[src/rtl/ascp_pkg.sv]
// ----------------------------------------------------------------------------
// ASCII setpoint command parser package
// Shared constants, character codes and request/result types.
// ----------------------------------------------------------------------------
`default_nettype none

package ascp_pkg;

   localparam int MAX_VALUE_CHARS_DEFAULT = 10;

   localparam int POS_WIDTH  = 4;
   localparam int ACC_WIDTH  = 34;
   localparam int MANT_WIDTH = 35;
   localparam int FRAC_WIDTH = 4;
   localparam int KIND_WIDTH = 2;
   localparam int ID_WIDTH   = 4;

   localparam logic [7:0] CHAR_M       = 8'h4D;
   localparam logic [7:0] CHAR_COLON   = 8'h3A;
   localparam logic [7:0] CHAR_P       = 8'h50;
   localparam logic [7:0] CHAR_S       = 8'h53;
   localparam logic [7:0] CHAR_C       = 8'h43;
   localparam logic [7:0] CHAR_MINUS   = 8'h2D;
   localparam logic [7:0] CHAR_NEWLINE = 8'h0A;
   localparam logic [7:0] CHAR_POINT   = 8'h2E;
   localparam logic [7:0] CHAR_ZERO    = 8'h30;
   localparam logic [7:0] CHAR_NINE    = 8'h39;

   localparam logic [KIND_WIDTH-1:0] KIND_POSITION = 2'd0;
   localparam logic [KIND_WIDTH-1:0] KIND_SPEED    = 2'd1;
   localparam logic [KIND_WIDTH-1:0] KIND_CURRENT  = 2'd2;

   localparam logic [0:0] MODE_BYTE = 1'b0;
   localparam logic [0:0] MODE_IDLE = 1'b1;

   localparam logic [FRAC_WIDTH-1:0] NO_POINT   = 4'd15;
   localparam logic [FRAC_WIDTH-1:0] POINT_SAT  = 4'd14;
   localparam logic [POS_WIDTH-1:0]  HEADER_LEN = 4'd4;
   localparam logic [POS_WIDTH-1:0]  POS_MAX    = 4'd15;
   localparam logic [ID_WIDTH-1:0]   DEVICE_ID_RESET = 4'd1;

   typedef struct packed {
      logic       mode;
      logic [7:0] rx_byte;
   } ascp_req_type;

   typedef struct packed {
      logic [KIND_WIDTH-1:0]        target_kind;
      logic signed [MANT_WIDTH-1:0] mantissa;
      logic [FRAC_WIDTH-1:0]        fraction_digits;
   } ascp_cmd_type;

endpackage

`default_nettype wire

[src/rtl/ascp_in_stage.sv]
// ----------------------------------------------------------------------------
// ASCII setpoint command parser input stage
// Registers one request and hands it on when the parser consumes it.
// ----------------------------------------------------------------------------
`default_nettype none

module ascp_in_stage (
   input  wire                  clock,
   input  wire                  reset,
   input  wire                  in_valid,
   output logic                 in_ready,
   input  ascp_pkg::ascp_req_type in_data,
   input  wire                  consume,
   output logic                 out_valid,
   output ascp_pkg::ascp_req_type out_data
);
   import ascp_pkg::*;

   logic         valid_ff, valid_in;
   ascp_req_type data_ff, data_in;
   logic         load;

   assign in_ready = !valid_ff || consume;
   assign load     = in_valid && in_ready;

   always_comb begin
      valid_in = valid_ff;
      data_in  = data_ff;
      if (load) begin
         valid_in = 1'b1;
         data_in  = in_data;
      end else if (consume) begin
         valid_in = 1'b0;
      end
   end

   always_ff @(posedge clock) begin
      if (reset) begin
         valid_ff <= 1'b0;
      end else begin
         valid_ff <= valid_in;
      end
   end

   always_ff @(posedge clock) begin
      data_ff <= data_in;
   end

   assign out_valid = valid_ff;
   assign out_data  = data_ff;

endmodule

`default_nettype wire

[src/rtl/ascp_parse.sv]
// ----------------------------------------------------------------------------
// ASCII setpoint command parser frame state
// Holds the frame state and the device number, decodes one byte per cycle while step is high.
// ----------------------------------------------------------------------------
`default_nettype none

module ascp_parse #(
   parameter int MAX_VALUE_CHARS = ascp_pkg::MAX_VALUE_CHARS_DEFAULT
) (
   input  wire                                clock,
   input  wire                                reset,
   input  wire                                csr_we,
   input  wire [ascp_pkg::ID_WIDTH-1:0]       csr_wdata,
   input  wire                                step,
   input  ascp_pkg::ascp_req_type             req,
   output logic                               cmd_valid,
   output ascp_pkg::ascp_cmd_type             cmd
);
   import ascp_pkg::*;

   localparam logic [POS_WIDTH-1:0] LAST_VALUE_POS = POS_WIDTH'(MAX_VALUE_CHARS - 1);

   logic [ID_WIDTH-1:0]   device_id_ff, device_id_in;
   logic [POS_WIDTH-1:0]  pos_ff, pos_in;
   logic                  header_ok_ff, header_ok_in;
   logic [KIND_WIDTH-1:0] kind_ff, kind_in;
   logic                  neg_ff, neg_in;
   logic [ACC_WIDTH-1:0]  acc_ff, acc_in;
   logic [FRAC_WIDTH-1:0] point_ff, point_in;
   logic                  ended_ff, ended_in;
   logic                  bad_ff, bad_in;

   logic [POS_WIDTH-1:0]  value_pos;
   logic [7:0]            b;
   logic [7:0]            id_char;
   logic [3:0]            digit;
   logic                  is_digit;
   logic [ACC_WIDTH-1:0]  acc_times_ten;
   logic [MANT_WIDTH-1:0] acc_wide;

   assign b             = req.rx_byte;
   assign value_pos     = pos_ff - HEADER_LEN;
   assign id_char       = CHAR_ZERO + {4'b0000, device_id_ff};
   assign is_digit      = (b >= CHAR_ZERO) && (b <= CHAR_NINE);
   assign digit         = 4'(b - CHAR_ZERO);
   assign acc_times_ten = (acc_ff << 3) + (acc_ff << 1);
   assign acc_wide      = {1'b0, acc_ff};

   always_comb begin
      pos_in       = pos_ff;
      header_ok_in = header_ok_ff;
      kind_in      = kind_ff;
      neg_in       = neg_ff;
      acc_in       = acc_ff;
      point_in     = point_ff;
      ended_in     = ended_ff;
      bad_in       = bad_ff;
      cmd_valid    = 1'b0;

      cmd.target_kind     = kind_ff;
      cmd.mantissa        = neg_ff ? -acc_wide : acc_wide;
      cmd.fraction_digits = (point_ff == NO_POINT) ? '0 : point_ff;

      if (step) begin
         if (req.mode == MODE_IDLE) begin
            cmd_valid    = (pos_ff >= HEADER_LEN) && header_ok_ff && !bad_ff;
            pos_in       = '0;
            header_ok_in = 1'b0;
            kind_in      = KIND_POSITION;
            neg_in       = 1'b0;
            acc_in       = '0;
            point_in     = NO_POINT;
            ended_in     = 1'b0;
            bad_in       = 1'b0;
         end else if (!ended_ff) begin
            if (pos_ff < HEADER_LEN) begin
               pos_in = pos_ff + 1'b1;
               case (pos_ff[1:0])
                  2'd0: begin
                     header_ok_in = (b == CHAR_M);
                  end
                  2'd1: begin
                     header_ok_in = header_ok_ff && (b == id_char);
                  end
                  2'd2: begin
                     if (b == CHAR_P) begin
                        kind_in = KIND_POSITION;
                     end else if (b == CHAR_S) begin
                        kind_in = KIND_SPEED;
                     end else if (b == CHAR_C) begin
                        kind_in = KIND_CURRENT;
                     end else begin
                        kind_in      = KIND_POSITION;
                        header_ok_in = 1'b0;
                     end
                  end
                  default: begin
                     header_ok_in = header_ok_ff && (b == CHAR_COLON);
                  end
               endcase
            end else if (b == CHAR_NEWLINE) begin
               ended_in = 1'b1;
            end else begin
               if ((value_pos == '0) && (b == CHAR_MINUS)) begin
                  neg_in = 1'b1;
               end else if (is_digit) begin
                  acc_in = acc_times_ten + {{(ACC_WIDTH-4){1'b0}}, digit};
                  if (point_ff < POINT_SAT) begin
                     point_in = point_ff + 1'b1;
                  end
               end else if (b == CHAR_POINT) begin
                  point_in = '0;
               end else begin
                  bad_in = 1'b1;
               end
               if (value_pos >= LAST_VALUE_POS) begin
                  ended_in = 1'b1;
               end else if (pos_ff < POS_MAX) begin
                  pos_in = pos_ff + 1'b1;
               end
            end
         end
      end
   end

   assign device_id_in = csr_we ? csr_wdata : device_id_ff;

   always_ff @(posedge clock) begin
      if (reset) begin
         device_id_ff <= DEVICE_ID_RESET;
         pos_ff       <= '0;
         header_ok_ff <= 1'b0;
         kind_ff      <= KIND_POSITION;
         neg_ff       <= 1'b0;
         acc_ff       <= '0;
         point_ff     <= NO_POINT;
         ended_ff     <= 1'b0;
         bad_ff       <= 1'b0;
      end else begin
         device_id_ff <= device_id_in;
         pos_ff       <= pos_in;
         header_ok_ff <= header_ok_in;
         kind_ff      <= kind_in;
         neg_ff       <= neg_in;
         acc_ff       <= acc_in;
         point_ff     <= point_in;
         ended_ff     <= ended_in;
         bad_ff       <= bad_in;
      end
   end

endmodule

`default_nettype wire

[src/rtl/ascp_out_stage.sv]
// ----------------------------------------------------------------------------
// ASCII setpoint command parser result stage
// Holds one command until the downstream side takes it.
// ----------------------------------------------------------------------------
`default_nettype none

module ascp_out_stage (
   input  wire                    clock,
   input  wire                    reset,
   input  wire                    load,
   input  wire                    load_valid,
   input  ascp_pkg::ascp_cmd_type load_data,
   output logic                   can_load,
   output logic                   out_valid,
   input  wire                    out_ready,
   output ascp_pkg::ascp_cmd_type out_data
);
   import ascp_pkg::*;

   logic         valid_ff, valid_in;
   ascp_cmd_type data_ff, data_in;

   assign can_load = !valid_ff || out_ready;

   always_comb begin
      valid_in = valid_ff;
      data_in  = data_ff;
      if (load) begin
         valid_in = load_valid;
         data_in  = load_data;
      end else if (out_ready) begin
         valid_in = 1'b0;
      end
   end

   always_ff @(posedge clock) begin
      if (reset) begin
         valid_ff <= 1'b0;
      end else begin
         valid_ff <= valid_in;
      end
   end

   always_ff @(posedge clock) begin
      data_ff <= data_in;
   end

   assign out_valid = valid_ff;
   assign out_data  = data_ff;

endmodule

`default_nettype wire

[src/rtl/ascii_setpoint_command_parser_unit.sv]
// ----------------------------------------------------------------------------
// ASCII setpoint command parser
// Parses setpoint command frames from received characters into commands.
// ----------------------------------------------------------------------------
// The unit takes one request per clock unless stalled and gives a command
// for each line-idle request that closes a valid frame. Each request passes
// an input register, is decoded against the frame state combinationally and
// lands in a result register; the rate is set by the frame state update.
// While a command is held in the result register by rsp_tready low, the parser
// stops and at most one more request is taken into the input register.
`default_nettype none

module ascii_setpoint_command_parser_unit #(
   parameter int MAX_VALUE_CHARS = ascp_pkg::MAX_VALUE_CHARS_DEFAULT
) (
   input  wire        clock,
   input  wire        reset,
   input  wire        csr_we,
   input  wire  [3:0] csr_wdata,
   input  wire        req_tvalid,
   output logic       req_tready,
   input  wire  [7:0] req_tdata,   // [7:0] rx_byte
   input  wire  [0:0] req_tuser,   // [0] mode
   output logic       rsp_tvalid,
   input  wire        rsp_tready,
   output logic [39:0] rsp_tdata,  // [34:0] mantissa, [38:35] fraction_digits, [39] zero
   output logic [1:0] rsp_tuser    // [1:0] target_kind
);
   import ascp_pkg::*;

   ascp_req_type req_in, req_stage;
   ascp_cmd_type cmd, cmd_out;
   logic         stage_valid;
   logic         out_can_load;
   logic         step;
   logic         cmd_valid;

   assign req_in.mode    = req_tuser[0];
   assign req_in.rx_byte = req_tdata;

   assign step = stage_valid && out_can_load;

   ascp_in_stage u_in_stage (
      .clock     (clock),
      .reset     (reset),
      .in_valid  (req_tvalid),
      .in_ready  (req_tready),
      .in_data   (req_in),
      .consume   (step),
      .out_valid (stage_valid),
      .out_data  (req_stage)
   );

   ascp_parse #(
      .MAX_VALUE_CHARS (MAX_VALUE_CHARS)
   ) u_parse (
      .clock     (clock),
      .reset     (reset),
      .csr_we    (csr_we),
      .csr_wdata (csr_wdata),
      .step      (step),
      .req       (req_stage),
      .cmd_valid (cmd_valid),
      .cmd       (cmd)
   );

   ascp_out_stage u_out_stage (
      .clock      (clock),
      .reset      (reset),
      .load       (step),
      .load_valid (cmd_valid),
      .load_data  (cmd),
      .can_load   (out_can_load),
      .out_valid  (rsp_tvalid),
      .out_ready  (rsp_tready),
      .out_data   (cmd_out)
   );

   assign rsp_tdata = {1'b0, cmd_out.fraction_digits, cmd_out.mantissa};
   assign rsp_tuser = cmd_out.target_kind;

endmodule

`default_nettype wire

[config.mk]
export PLATFORM = sky130hd
export DESIGN_NAME = ascii_setpoint_command_parser_unit
export DESIGN_NICKNAME = d
export VERILOG_FILES = /design/src/rtl/ascp_pkg.sv /design/src/rtl/ascp_in_stage.sv /design/src/rtl/ascp_parse.sv /design/src/rtl/ascp_out_stage.sv /design/src/rtl/ascii_setpoint_command_parser_unit.sv
export SDC_FILE = /design/constraint.sdc
export NUM_CORES = 1
export LEC_CHECK = 0
export BUFFER_PORTS_ARGS = -buffer_cell sky130_fd_sc_hd__buf_2
export CELL_PAD_IN_SITES_DETAIL_PLACEMENT = 2
export CELL_PAD_IN_SITES_GLOBAL_PLACEMENT = 2
export CORE_MARGIN = 3
export CORE_UTILIZATION = 35
export DETAILED_ROUTE_END_ITERATION = 10
export PLACE_DENSITY = 0.83
export SLEW_MARGIN = 15
export SYNTH_ARGS = -nofsm -noshare
export SYNTH_HDL_FRONTEND = slang
export SYNTH_SLANG_ARGS = --single-unit
[constraint.sdc]
create_clock -name clock -period 8.88 [get_ports clock]
set_clock_uncertainty 0.1 [all_clocks]
set_input_delay 0.444 -clock clock [delete_from_list [all_inputs] [get_ports clock]]
set_output_delay 0.444 -clock clock [all_outputs]
set_load 0.03 [all_outputs]
==> results.yml <==
outcome:
  status: "completed"
min_path:
  min_to: "u_in_stage.out_data[6]"
  hold_depth: 1
  hold_start: "req_tdata[6]"
  hold_class: "in -> reg"
worst_setup_path:
  reg2reg_depth: 12
  cp_top_family: "compound AO/OA/AOI/OAI gates"
  crit_chain: "inv_1 > fa_1 > inv_1 > ha_1 > a211oi_1 > o211ai_1 > a21oi_1 > a21oi_1 > a21boi_0 > o21ai_0 > xnor2_1 > o21ai_0"
  r2r-end: "u_parse.acc_ff[27]"
  critPathBufInv: 2
  cpPeakStageDelay_ns: 0.63
  crit_fanout: 7
  worstPathArrival_ns: 3.91
  reg2reg_slack_ns: 5.10
  crit_slowest_cell: "fa_1"
  crit_path_end_kind: "register"
  r2r-start: "u_in_stage.out_data[3]"
  cp-start-kind: "register"
  crit_type: "reg -> reg"
  worstPathRequired_ns: 9.00
  cp.depth: 12
timing:
  setup_violations: 0
  rsz0062_at_grt: "false"
  fin_crit_ns: 3.78
  drv_slew: 0
  post-route-period-util_pct: 42.6
  finalHoldViolCount: 0
  fin_hold_ws_ns: 0.152
  fin_setup_tns_ns: 0
  max_slew_margin_pct: 36.8
  fmax_mhz: 264
  tightest_slew_ns: 0.948
clock_tree:
  cts_setup_buffers: 0
  clk_pin_slew_ns: 0.08
  clock_sinks: 104
  clock_path_buffers: 2
  post_cts_resized: 0
  cts_hold_buf: 0
  cts-root-buf: "clkbuf_16"
  cts_buffers: 9
  insertion_delay_ns: 0.37
  cts_tree: "done"
  h-tree-depth: 3
pwr:
  power_mw: 1.00
  peakVddDrop_mv: 0.106
  p_leak_nw: 3.24
  switching_share_pct: 26.7
  power_density_nw_per_um2: 135
  clkPwrFrac_pct: 40.2
  seqPwrFrac_pct: 52.9
  p_comb_share_pct: 6.9
  switchingPower_uw: 268
  p_int_uw: 733
layout:
  diodes: 0
  syn2layout_area_growth_pct: 12.5
  drive_gt1_share_pct: 12.9
  final_cell_mix: "ha_1, buf_2, nor2_1"
  nets: 830
  nFillCells: 1967
  final_common_cell: "ha_1"
logic_synthesis:
  synthCells: 690
  avgSynthCellArea_sq_um: 9.55
  synth_nets: 778
  yosysWarnings: 0
  async_flop_share_pct: 0
  ys.flop_type: "dfxtp_1"
  synth-seq-cells: 104
  yosysTopAreaCell: "edfxtp_1"
  synth.distinct_cells: 69
  synth_top_cell_area_share_pct: 22.8
  seq_area_frac_synth_pct: 39.2
  synth_area_leaders: "edfxtp_1, dfxtp_1, ha_1"
  synth_edf_count: 50
  syn-cell-area_sq_um: 6590
floorplanning:
  dieArea_sq_um: 20500
  start_util_pct: 36.2
  die_w_um: 143
  core_area_sq_um: 18200
  rows: 49
  boundaryPins: 62
  die_h_um: 143
global_route:
  antenna_found_initial: 0
  grt_max_degree: 48
  gr-total-overflow: 0
  grt_pass1_wl_um: 35000
  grtUsageTotal_pct: 21.6
  grt_pass1_vias: 6384
drt:
  wl_per_cell_um: 22.2
  wl_um: 21600
  vias_per_cell: 5.78
  dr.first_iter.drc_count: 365
  num_vias: 5642
  ant_nets: 0
  dr.pass1.iters: 4
  drc_errors: 0
place:
  io_buffers: 60
  place_congestion: 0.894
  dp_hpwl_um: 15800
flow_run:
  cap_violations: 0
==> synthesized netlist by cell type, types with 3 or more instances <==
cell	n
a211o_1	5
a211oi_1	3
a21boi_0	4
a21o_1	15
a21oi_1	46
a22oi_1	11
a31oi_1	6
and2_1	8
and3b_1	3
clkbuf_1	20
dfxtp_1	54
edfxtp_1	50
ha_1	68
inv_1	22
mux2i_1	4
nand2_1	55
nand2b_1	6
nand3_1	15
nand4_1	8
nor2_1	58
nor2b_1	9
nor3_1	14
o211ai_1	6
o21a_1	3
o21ai_0	46
o21ai_1	3
o21bai_1	6
o31a_1	3
o31ai_1	10
o41ai_1	4
or2_2	3
or3_1	7
or4_1	4
or4_4	5
xnor2_1	43
xor2_1	21
==> routing by layer <==
| metal | wire length, um | share of wire [%] | up-vias | global-route usage [%] |
|---|---|---|---|---|
| met3 | 641 | 3.0 | 29 | 2.68 |
| met1 | 9460 | 44 | 2876 | 27.1 |
| met4 | 370 | 1.7 | 0 | 5.35 |
| li1 | - | - | 2651 | - |
| met5 | 0 | 0 | - | 0 |
| met2 | 11100 | 52 | 86 | 39.3 |
==> final cells by class <==
type	count	area, sq um	share of cell area, %
inverter	22	82.6	1.11
timing repair buffer	64	330	4.46
clock inverter	7	61.3	0.828
multi-input combinational	541	3840	51.8
sequential	104	2580	34.9
clock buffer	9	225	3.04
tap	229	287	3.87
==> flip-flops by register name, summed over array words and instances (netlist names), 2 cells and up <==
register,cells
u_out_stage.out_data,41
u_parse.kind_ff,2
u_in_stage.out_data,9
u_parse.pos_ff,4
u_parse.acc_ff,34
u_parse.device_id_ff,4
u_parse.point_ff,4
==> power groups by stage <==
stage                     Sequential, mW  Combinational, mW  Clock (mW)
after floorplan                    0.546             0.0343           0
after global placement             0.538             0.0641           0
after detailed placement           0.540             0.0681           0
after CTS                          0.530             0.0694       0.405
after global routing               0.532             0.0750       0.423
final                              0.529             0.0688       0.402
==> through the flow <==
step           util, %  instances  setup slack, ns  instance area, sq um
2_1_floorplan        -        690             5.18                  6590
3_3_place_gp      39.1        960             5.42                  7120
3_5_place_dp      39.1        960             5.24                  7120
4_1_cts           40.7        976             5.11                  7410
5_1_grt           40.7        976             4.77                  7410
6_report          40.7        976             5.10                  7410
==> worst register-to-register path, stage by stage (launching register included) <==
cell,delay [ns]
edfxtp_1,0.50
inv_1,0.14
fa_1,0.63
inv_1,0.09
ha_1,0.34
a211oi_1,0.34
o211ai_1,0.18
a21oi_1,0.29
a21oi_1,0.24
a21boi_0,0.38
o21ai_0,0.16
xnor2_1,0.17
o21ai_0,0.09
==> worst max path at each step <==
stage	from	end	slack, ns
floorplan	u_out_stage.out_valid	u_parse.point_ff[2]	5.18
global placement	u_in_stage.out_data[3]	u_parse.acc_ff[32]	5.42
detailed placement	u_in_stage.out_data[3]	u_parse.acc_ff[32]	5.24
CTS	u_in_stage.out_data[3]	u_parse.acc_ff[31]	5.11
global route	u_in_stage.out_data[3]	u_parse.acc_ff[27]	4.77
finish	u_in_stage.out_data[3]	u_parse.acc_ff[27]	5.10
==> logic make-up (layout without fill, tap and decap cells) <==
group | count (synthesis) | count (layout) | synth area share, %
XOR/XNOR | 64 | 64 | 8.51
buffers and inverters | 45 | 102 | 2.62
AO/OA/AOI/OAI | 189 | 189 | 18.8
adder cells (fa/ha/maj) | 70 | 70 | 13.5
multiplexers | 4 | 4 | 0.608
flip-flops | 104 | 104 | 39.2
other | 1 | 1 | 0.0569
AND/OR/NAND/NOR | 213 | 213 | 16.7
Note: power is estimated with default switching activity, not from simulation.
